**config.mk**
```make
export PLATFORM = sky130hd
export DESIGN_NAME = tcw_ctrl
export DESIGN_NICKNAME = d
export VERILOG_FILES = /design/src/rtl/tcw_pkg.sv /design/src/rtl/tcw_ctrl.sv
export SDC_FILE = /design/constraint.sdc
export NUM_CORES = 1
export LEC_CHECK = 0
export BUFFER_PORTS_ARGS = -buffer_cell sky130_fd_sc_hd__buf_2
export CAP_MARGIN = 20
export CORE_MARGIN = 2
export CORE_UTILIZATION = 45
export CTS_BUF_LIST = sky130_fd_sc_hd__clkbuf_16
export DETAILED_ROUTE_END_ITERATION = 12
export PLACE_DENSITY = 0.67
export SLEW_MARGIN = 10
export SYNTH_ARGS = -nofsm -noshare
export SYNTH_HDL_FRONTEND = slang
export SYNTH_SLANG_ARGS = --single-unit
export TNS_END_PERCENT = 30
```
**constraint.sdc**
```tcl
create_clock -name clk -period 10.8 [get_ports clk]
set_input_delay 2.7 -clock clk [delete_from_list [all_inputs] [get_ports clk]]
set_output_delay 2.7 -clock clk [all_outputs]
set_load 0.005 [all_outputs]
```
**src/rtl/tcw_pkg.sv**
```systemverilog
// Package with the shared types, constants and codes of the text console writer.
package tcw_pkg;

    localparam int COLUMNS = 80;
    localparam int ROWS    = 25;
    localparam int CELLS   = ROWS * COLUMNS;

    localparam int POS_W  = 11;
    localparam int ADDR_W = $clog2(CELLS);
    localparam int COL_W  = $clog2(COLUMNS);
    localparam int ROW_W  = $clog2(ROWS);
    localparam int CELL_W = 16;

    localparam logic [1:0] CMD_PUT   = 2'd0;
    localparam logic [1:0] CMD_LINE  = 2'd1;
    localparam logic [1:0] CMD_CLEAR = 2'd2;
    localparam logic [1:0] CMD_READ  = 2'd3;

    localparam logic [7:0] CHAR_NEWLINE   = 8'h0A;
    localparam logic [7:0] CHAR_BACKSPACE = 8'h08;
    localparam logic [7:0] CHAR_BLANK     = 8'h00;
    localparam logic [7:0] ATTR_DEFAULT   = 8'h07;

    typedef struct packed {
        logic [1:0]  command;
        logic [7:0]  char_code;
        logic [4:0]  line_number;
        logic [10:0] cell_index;
    } cmd_t;

    typedef struct packed {
        logic [10:0] cursor_pos;
        logic [7:0]  read_char;
        logic [7:0]  read_attr;
    } rsp_t;

    // Screen store port: byte-lane write port and one registered read port.
    typedef struct packed {
        logic              we_lo;
        logic              we_hi;
        logic [ADDR_W-1:0] waddr;
        logic [CELL_W-1:0] wdata;
        logic              re;
        logic [ADDR_W-1:0] raddr;
    } ram_req_t;

    typedef enum logic [3:0] {
        S_INIT,
        S_IDLE,
        S_EXEC,
        S_CLEAR,
        S_SCROLL,
        S_FLUSH,
        S_POST,
        S_READ,
        S_OUT
    } state_t;

endpackage

```
**src/rtl/tcw_ctrl.sv**
```systemverilog
// Sequencer of the console writer: cursor, command decode and store sweeps.
module tcw_ctrl (
    input  logic                          clk,
    input  logic                          rst_n,
    input  logic                          cmd_valid,
    output logic                          cmd_stall,
    input  tcw_pkg::cmd_t                 cmd,
    input  logic                          rsp_free,
    output logic                          done,
    output tcw_pkg::rsp_t                 res,
    output tcw_pkg::ram_req_t             ram_req,
    input  logic [tcw_pkg::CELL_W-1:0]    rd_data
);
    import tcw_pkg::*;

    state_t             state_reg, state_next;
    logic [POS_W-1:0]   row_base_reg, row_base_next;
    logic [COL_W-1:0]   col_reg, col_next;
    logic [ADDR_W-1:0]  k_reg, k_next;
    cmd_t               item_reg, item_next;
    logic               post_reg, post_next;
    logic               pend_valid_reg, pend_valid_next;
    logic               pend_copy_reg, pend_copy_next;
    logic [ADDR_W-1:0]  pend_addr_reg, pend_addr_next;
    logic [7:0]         rchar_reg, rchar_next;
    logic [7:0]         rattr_reg, rattr_next;

    logic [POS_W-1:0]   pos;
    logic               pending;
    logic [ROW_W-1:0]   line_sat;

    assign pos      = row_base_reg + POS_W'(col_reg);
    assign pending  = (row_base_reg == POS_W'(CELLS));
    assign line_sat = (int'(item_reg.line_number) >= ROWS) ? ROW_W'(ROWS - 1)
                                                           : ROW_W'(item_reg.line_number);

    assign res.cursor_pos = pos;
    assign res.read_char  = rchar_reg;
    assign res.read_attr  = rattr_reg;

    always_ff @(posedge clk or negedge rst_n)
    begin
        if (!rst_n)
        begin
            state_reg      <= S_INIT;
            row_base_reg   <= '0;
            col_reg        <= '0;
            k_reg          <= '0;
            post_reg       <= 1'b0;
            pend_valid_reg <= 1'b0;
        end
        else
        begin
            state_reg      <= state_next;
            row_base_reg   <= row_base_next;
            col_reg        <= col_next;
            k_reg          <= k_next;
            post_reg       <= post_next;
            pend_valid_reg <= pend_valid_next;
        end
    end

    always_ff @(posedge clk)
    begin
        item_reg      <= item_next;
        pend_copy_reg <= pend_copy_next;
        pend_addr_reg <= pend_addr_next;
        rchar_reg     <= rchar_next;
        rattr_reg     <= rattr_next;
    end

    always_comb
    begin
        state_next      = state_reg;
        row_base_next   = row_base_reg;
        col_next        = col_reg;
        k_next          = k_reg;
        item_next       = item_reg;
        post_next       = post_reg;
        pend_valid_next = 1'b0;
        pend_copy_next  = pend_copy_reg;
        pend_addr_next  = pend_addr_reg;
        rchar_next      = rchar_reg;
        rattr_next      = rattr_reg;
        cmd_stall       = 1'b1;
        done            = 1'b0;
        ram_req         = '0;

        // The write half of a scroll step lands in the cycle after its read.
        if (pend_valid_reg)
        begin
            ram_req.we_lo = 1'b1;
            ram_req.we_hi = pend_copy_reg;
            ram_req.waddr = pend_addr_reg;
            ram_req.wdata = pend_copy_reg ? rd_data : {8'h00, CHAR_BLANK};
        end

        case (state_reg)
            S_INIT, S_CLEAR:
            begin
                ram_req.we_lo = 1'b1;
                ram_req.we_hi = 1'b1;
                ram_req.waddr = k_reg;
                ram_req.wdata = {ATTR_DEFAULT, CHAR_BLANK};
                k_next        = k_reg + ADDR_W'(1);
                if (k_reg == ADDR_W'(CELLS - 1))
                begin
                    k_next     = '0;
                    state_next = (state_reg == S_INIT) ? S_IDLE : S_OUT;
                end
            end

            S_IDLE:
            begin
                cmd_stall = 1'b0;
                if (cmd_valid)
                begin
                    item_next  = cmd;
                    state_next = S_EXEC;
                end
            end

            S_EXEC:
            begin
                rchar_next = 8'h00;
                rattr_next = 8'h00;
                post_next  = 1'b0;
                k_next     = '0;
                state_next = S_OUT;
                case (item_reg.command)
                    CMD_PUT:
                    begin
                        if (item_reg.char_code == CHAR_NEWLINE)
                        begin
                            if (pending)
                            begin
                                state_next = S_SCROLL;
                            end
                            else
                            begin
                                row_base_next = row_base_reg + POS_W'(COLUMNS);
                                col_next      = '0;
                            end
                        end
                        else if (item_reg.char_code == CHAR_BACKSPACE)
                        begin
                            if (pos != '0)
                            begin
                                if (col_reg == '0)
                                begin
                                    row_base_next = row_base_reg - POS_W'(COLUMNS);
                                    col_next      = COL_W'(COLUMNS - 1);
                                end
                                else
                                begin
                                    col_next = col_reg - COL_W'(1);
                                end
                                ram_req.we_lo = 1'b1;
                                ram_req.waddr = ADDR_W'(pos - POS_W'(1));
                                ram_req.wdata = {8'h00, CHAR_BLANK};
                            end
                        end
                        else if (pending)
                        begin
                            // Scroll first, then the byte goes to the last row start.
                            row_base_next = POS_W'(CELLS - COLUMNS);
                            col_next      = COL_W'(1);
                            post_next     = 1'b1;
                            state_next    = S_SCROLL;
                        end
                        else
                        begin
                            ram_req.we_lo = 1'b1;
                            ram_req.waddr = ADDR_W'(pos);
                            ram_req.wdata = {8'h00, item_reg.char_code};
                            if (col_reg == COL_W'(COLUMNS - 1))
                            begin
                                col_next = '0;
                                if (row_base_reg == POS_W'(CELLS - COLUMNS))
                                begin
                                    state_next = S_SCROLL;
                                end
                                else
                                begin
                                    row_base_next = row_base_reg + POS_W'(COLUMNS);
                                end
                            end
                            else
                            begin
                                col_next = col_reg + COL_W'(1);
                            end
                        end
                    end

                    CMD_LINE:
                    begin
                        row_base_next = POS_W'(POS_W'(line_sat) * POS_W'(COLUMNS));
                        col_next      = '0;
                    end

                    CMD_CLEAR:
                    begin
                        row_base_next = '0;
                        col_next      = '0;
                        state_next    = S_CLEAR;
                    end

                    CMD_READ:
                    begin
                        if (int'(item_reg.cell_index) < CELLS)
                        begin
                            ram_req.re    = 1'b1;
                            ram_req.raddr = ADDR_W'(item_reg.cell_index);
                            state_next    = S_READ;
                        end
                    end

                    default:
                    begin
                        state_next = S_OUT;
                    end
                endcase
            end

            S_SCROLL:
            begin
                // Rows above the last copy from one row down; the last row loses its
                // characters and keeps its attributes.
                pend_valid_next = 1'b1;
                pend_addr_next  = k_reg;
                if (int'(k_reg) < CELLS - COLUMNS)
                begin
                    ram_req.re     = 1'b1;
                    ram_req.raddr  = k_reg + ADDR_W'(COLUMNS);
                    pend_copy_next = 1'b1;
                end
                else
                begin
                    pend_copy_next = 1'b0;
                end
                k_next = k_reg + ADDR_W'(1);
                if (k_reg == ADDR_W'(CELLS - 1))
                begin
                    k_next     = '0;
                    state_next = S_FLUSH;
                end
            end

            S_FLUSH:
            begin
                state_next = S_POST;
            end

            S_POST:
            begin
                if (post_reg)
                begin
                    ram_req.we_lo = 1'b1;
                    ram_req.waddr = ADDR_W'(CELLS - COLUMNS);
                    ram_req.wdata = {8'h00, item_reg.char_code};
                end
                state_next = S_OUT;
            end

            S_READ:
            begin
                rchar_next = rd_data[7:0];
                rattr_next = rd_data[15:8];
                state_next = S_OUT;
            end

            S_OUT:
            begin
                if (rsp_free)
                begin
                    done       = 1'b1;
                    state_next = S_IDLE;
                end
            end

            default:
            begin
                state_next = S_IDLE;
            end
        endcase
    end

endmodule
```
==> results.md <==
* FMAX at 155 MHz
* Synth area leaders: edfxtp_1 27%, dfrtp_1 13%, ha_1 5.2%, o21ai_0 4.8%, nand2_1 4.7%
* Final instance area at 6890 µm²
* TritonCTS Sinks at 85
* WHS at 577 ps
* Clock Path Buffers at 2
* Seq/Total Area, Yosys at 40.0%
* Gr usage total at 24.2%
* IO Count at 116
* Port bufs at 115
* HPWL after DPL at 12900 µm
* Max rail drop VDD at 0.000136 V
* Pin count of the biggest net entering global routing at 32
* Fin cells at 935
* Area grow syn2layout at 15.1%
* Share of the synthesized area in the top cell type at 27.1%
* Max reg flops at 26
* Post-route DRC at 0
* Cell taking the most area after synthesis: edfxtp_1
* Final setup fails at 0
* Starting density of the core at 45.6%
* Mapped Cells at 672
* Final Util at 52.5%
* Initial antenna violation count at 0
* Count leader, synth: nand2_1
* Clk Latency, worst-skew pair at 350 ps
* Antenna-violating nets left at 0
* Final nets at 826
* Status: completed
* Max-cap violations at 0
* Post-CTS resize count at 0
* # rows at 42
* CP arrival at 3730 ps
* Clock Skews at 4.90 ps
* H-tree Lvls at 3
* GRT Max-Usage Layer: met2
* Syn Area/Cell at 8.91 µm²
* Unique masters post-synth at 74
* Post-CTS Setup Repair Bufs at 0
* Die height at 119 µm
* Pre-CTS setup slack at 4770 ps
* Post-layout min period at 6430 ps
* Clk slew on worst S/H paths at 60 ps
* CP startpoint kind: flop
* Lkg Pwr at 2.95 nW
* Fin. max-slew vios at 0
* Total wire length at 17100 µm
* Via count at 5646
* Area after DPL at 6590 µm²
* Critical path capture point type: primary output
* DRT iter0 DRCs at 553
* Vias in the first global route at 5324
* Required @ worst endpoint at 8100 ps
* GRT overflow at 0
* Power Density at 234 nW/µm²
* Core ar. at 13100 µm²
* RSZ-0062 raised after global routing: no
* Root Driver: clkbuf_16
* Placed cell count at 918
* Grt met2 use at 42.2%
* Yosys reg bits at 85
* TritonCTS Buffers at 9
* Routability cong. at 0.953
* Die footprint at 14200 µm²
* Die W at 119 µm
* Vias per cell at 6.04
* Setup TNS at 0 ps
* Share of cells above drive strength 1 at 20.0%
* YS warnings at 0
* Total chip power at 1.61 mW
* WL/cell at 18.2 µm
* Post-Syn Area at 5990 µm²
* Final Hold Vio Count at 0
* Diodes inserted at 0
* EDFF count, synth at 54
* Worst Max-Slew Pin Slew at 1060 ps
* Max Fanout on Critical Path at 18
* Net count after synthesis at 744
* Final Cycle Share at 59.6%
* Setup CP Type: flop to primary output
* Rel. slew slack at 28.9%
* Ys async rst share at 36.5%
* First-pass GRT wire length at 27200 µm
* Met1 usage at 29.8%
* Met3 usage at 4.98%
* Filler instances at 1268
* Final WS setup at 4370 ps
* Worst Hold Class: flop to flop
* TritonCTS clock tree: built
* Hold_buf cts at 0
* Prevailing post-synth register cell: edfxtp_1
* DRT Pass-1 Iters at 5
* Post-synth top cells: 75 x nand2_1, 57 x o21ai_0, 54 x edfxtp_1
-- logic make-up (layout without fill, tap and decap cells) --
family                   after synthesis  after routing  synth area share, %
AO/OA/AOI/OAI                        199            199                 22.1
XOR/XNOR                              22             22                 3.22
adder cells (fa/ha/maj)               26             26                 5.56
buffers and inverters                 69            156                 4.74
flip-flops                            85             85                 40.0
multiplexers                          20             20                 3.59
other                                  1              1               0.0626
AND/OR/NAND/NOR                      250            250                 20.7
-- cell type report --
type                    count  area, µm²  share of cell area, %
clock buffers               9        225                   3.27
well taps                 176        220                   3.20
multi-input cells         518       3310                   48.0
clock inverters             7       57.6                  0.835
repair buffers            117        598                   8.68
inverters                  23       86.3                   1.25
flip-flops and latches     85       2400                   34.8
-- metal layers --
layer  up-vias  wire (µm)
li1       2640          -
met1      2723       6890
met2       251       8650
met3        32       1100
met4         0        407
met5         -          0
-- placed cells by master (no fill, tap or decap), types with 6 or more instances in the layout --
cell | netlist | final
xnor2_1 | 14 | 14
a31oi_1 | 12 | 12
nand4_1 | 6 | 6
o31ai_1 | 9 | 9
o21ai_0 | 57 | 57
edfxtp_1 | 54 | 54
nor2_1 | 50 | 50
nor2b_1 | 6 | 6
or3_1 | 7 | 7
nand3_1 | 23 | 23
a32o_1 | 9 | 9
mux2_2 | 7 | 7
nor3_1 | 14 | 14
xor2_1 | 8 | 8
a21oi_1 | 37 | 37
and2_1 | 27 | 27
ha_1 | 25 | 25
clkbuf_16 | 0 | 9
inv_1 | 23 | 23
and3_1 | 19 | 19
o22ai_1 | 6 | 6
dfrtp_1 | 31 | 31
buf_2 | 5 | 115
a22o_1 | 9 | 9
a211oi_1 | 8 | 8
nand2_1 | 75 | 75
mux2i_1 | 11 | 11
-- report_power, final --
group          internal (mW)  leakage [nW]  switching (mW)  total (mW)
Clock                  0.158         0.134           0.139       0.297
Sequential             0.430         0.917           0.100       0.530
Combinational          0.312          1.90           0.473       0.785
Total                  0.900          2.95           0.712        1.61
-- path summary, 6_finish.rpt --
check / endpoint / cells past startpoint / startpoint / slack [ps]
min reg2reg: k_reg[10] / 1 / k_reg[10] / 580
max in group asynchronous: k_reg[5] / 1 / rst_n / 7850
max: ram_req[24] / 7 / item_reg[23] / 4370
min: k_reg[10] / 1 / k_reg[10] / 580
max reg2reg: col_reg[5] / 6 / item_reg[23] / 7240
min in group asynchronous: row_base_reg[8] / 1 / rst_n / 2430
-- critical path: stages, from the launching register on --
cell	delay, ps
edfxtp_1	380
nor4b_1	740
nand3b_1	730
a211o_1	560
o21ai_2	310
a21o_2	330
and3_1	200
buf_2	120
(Power assumes the default switching activity.)
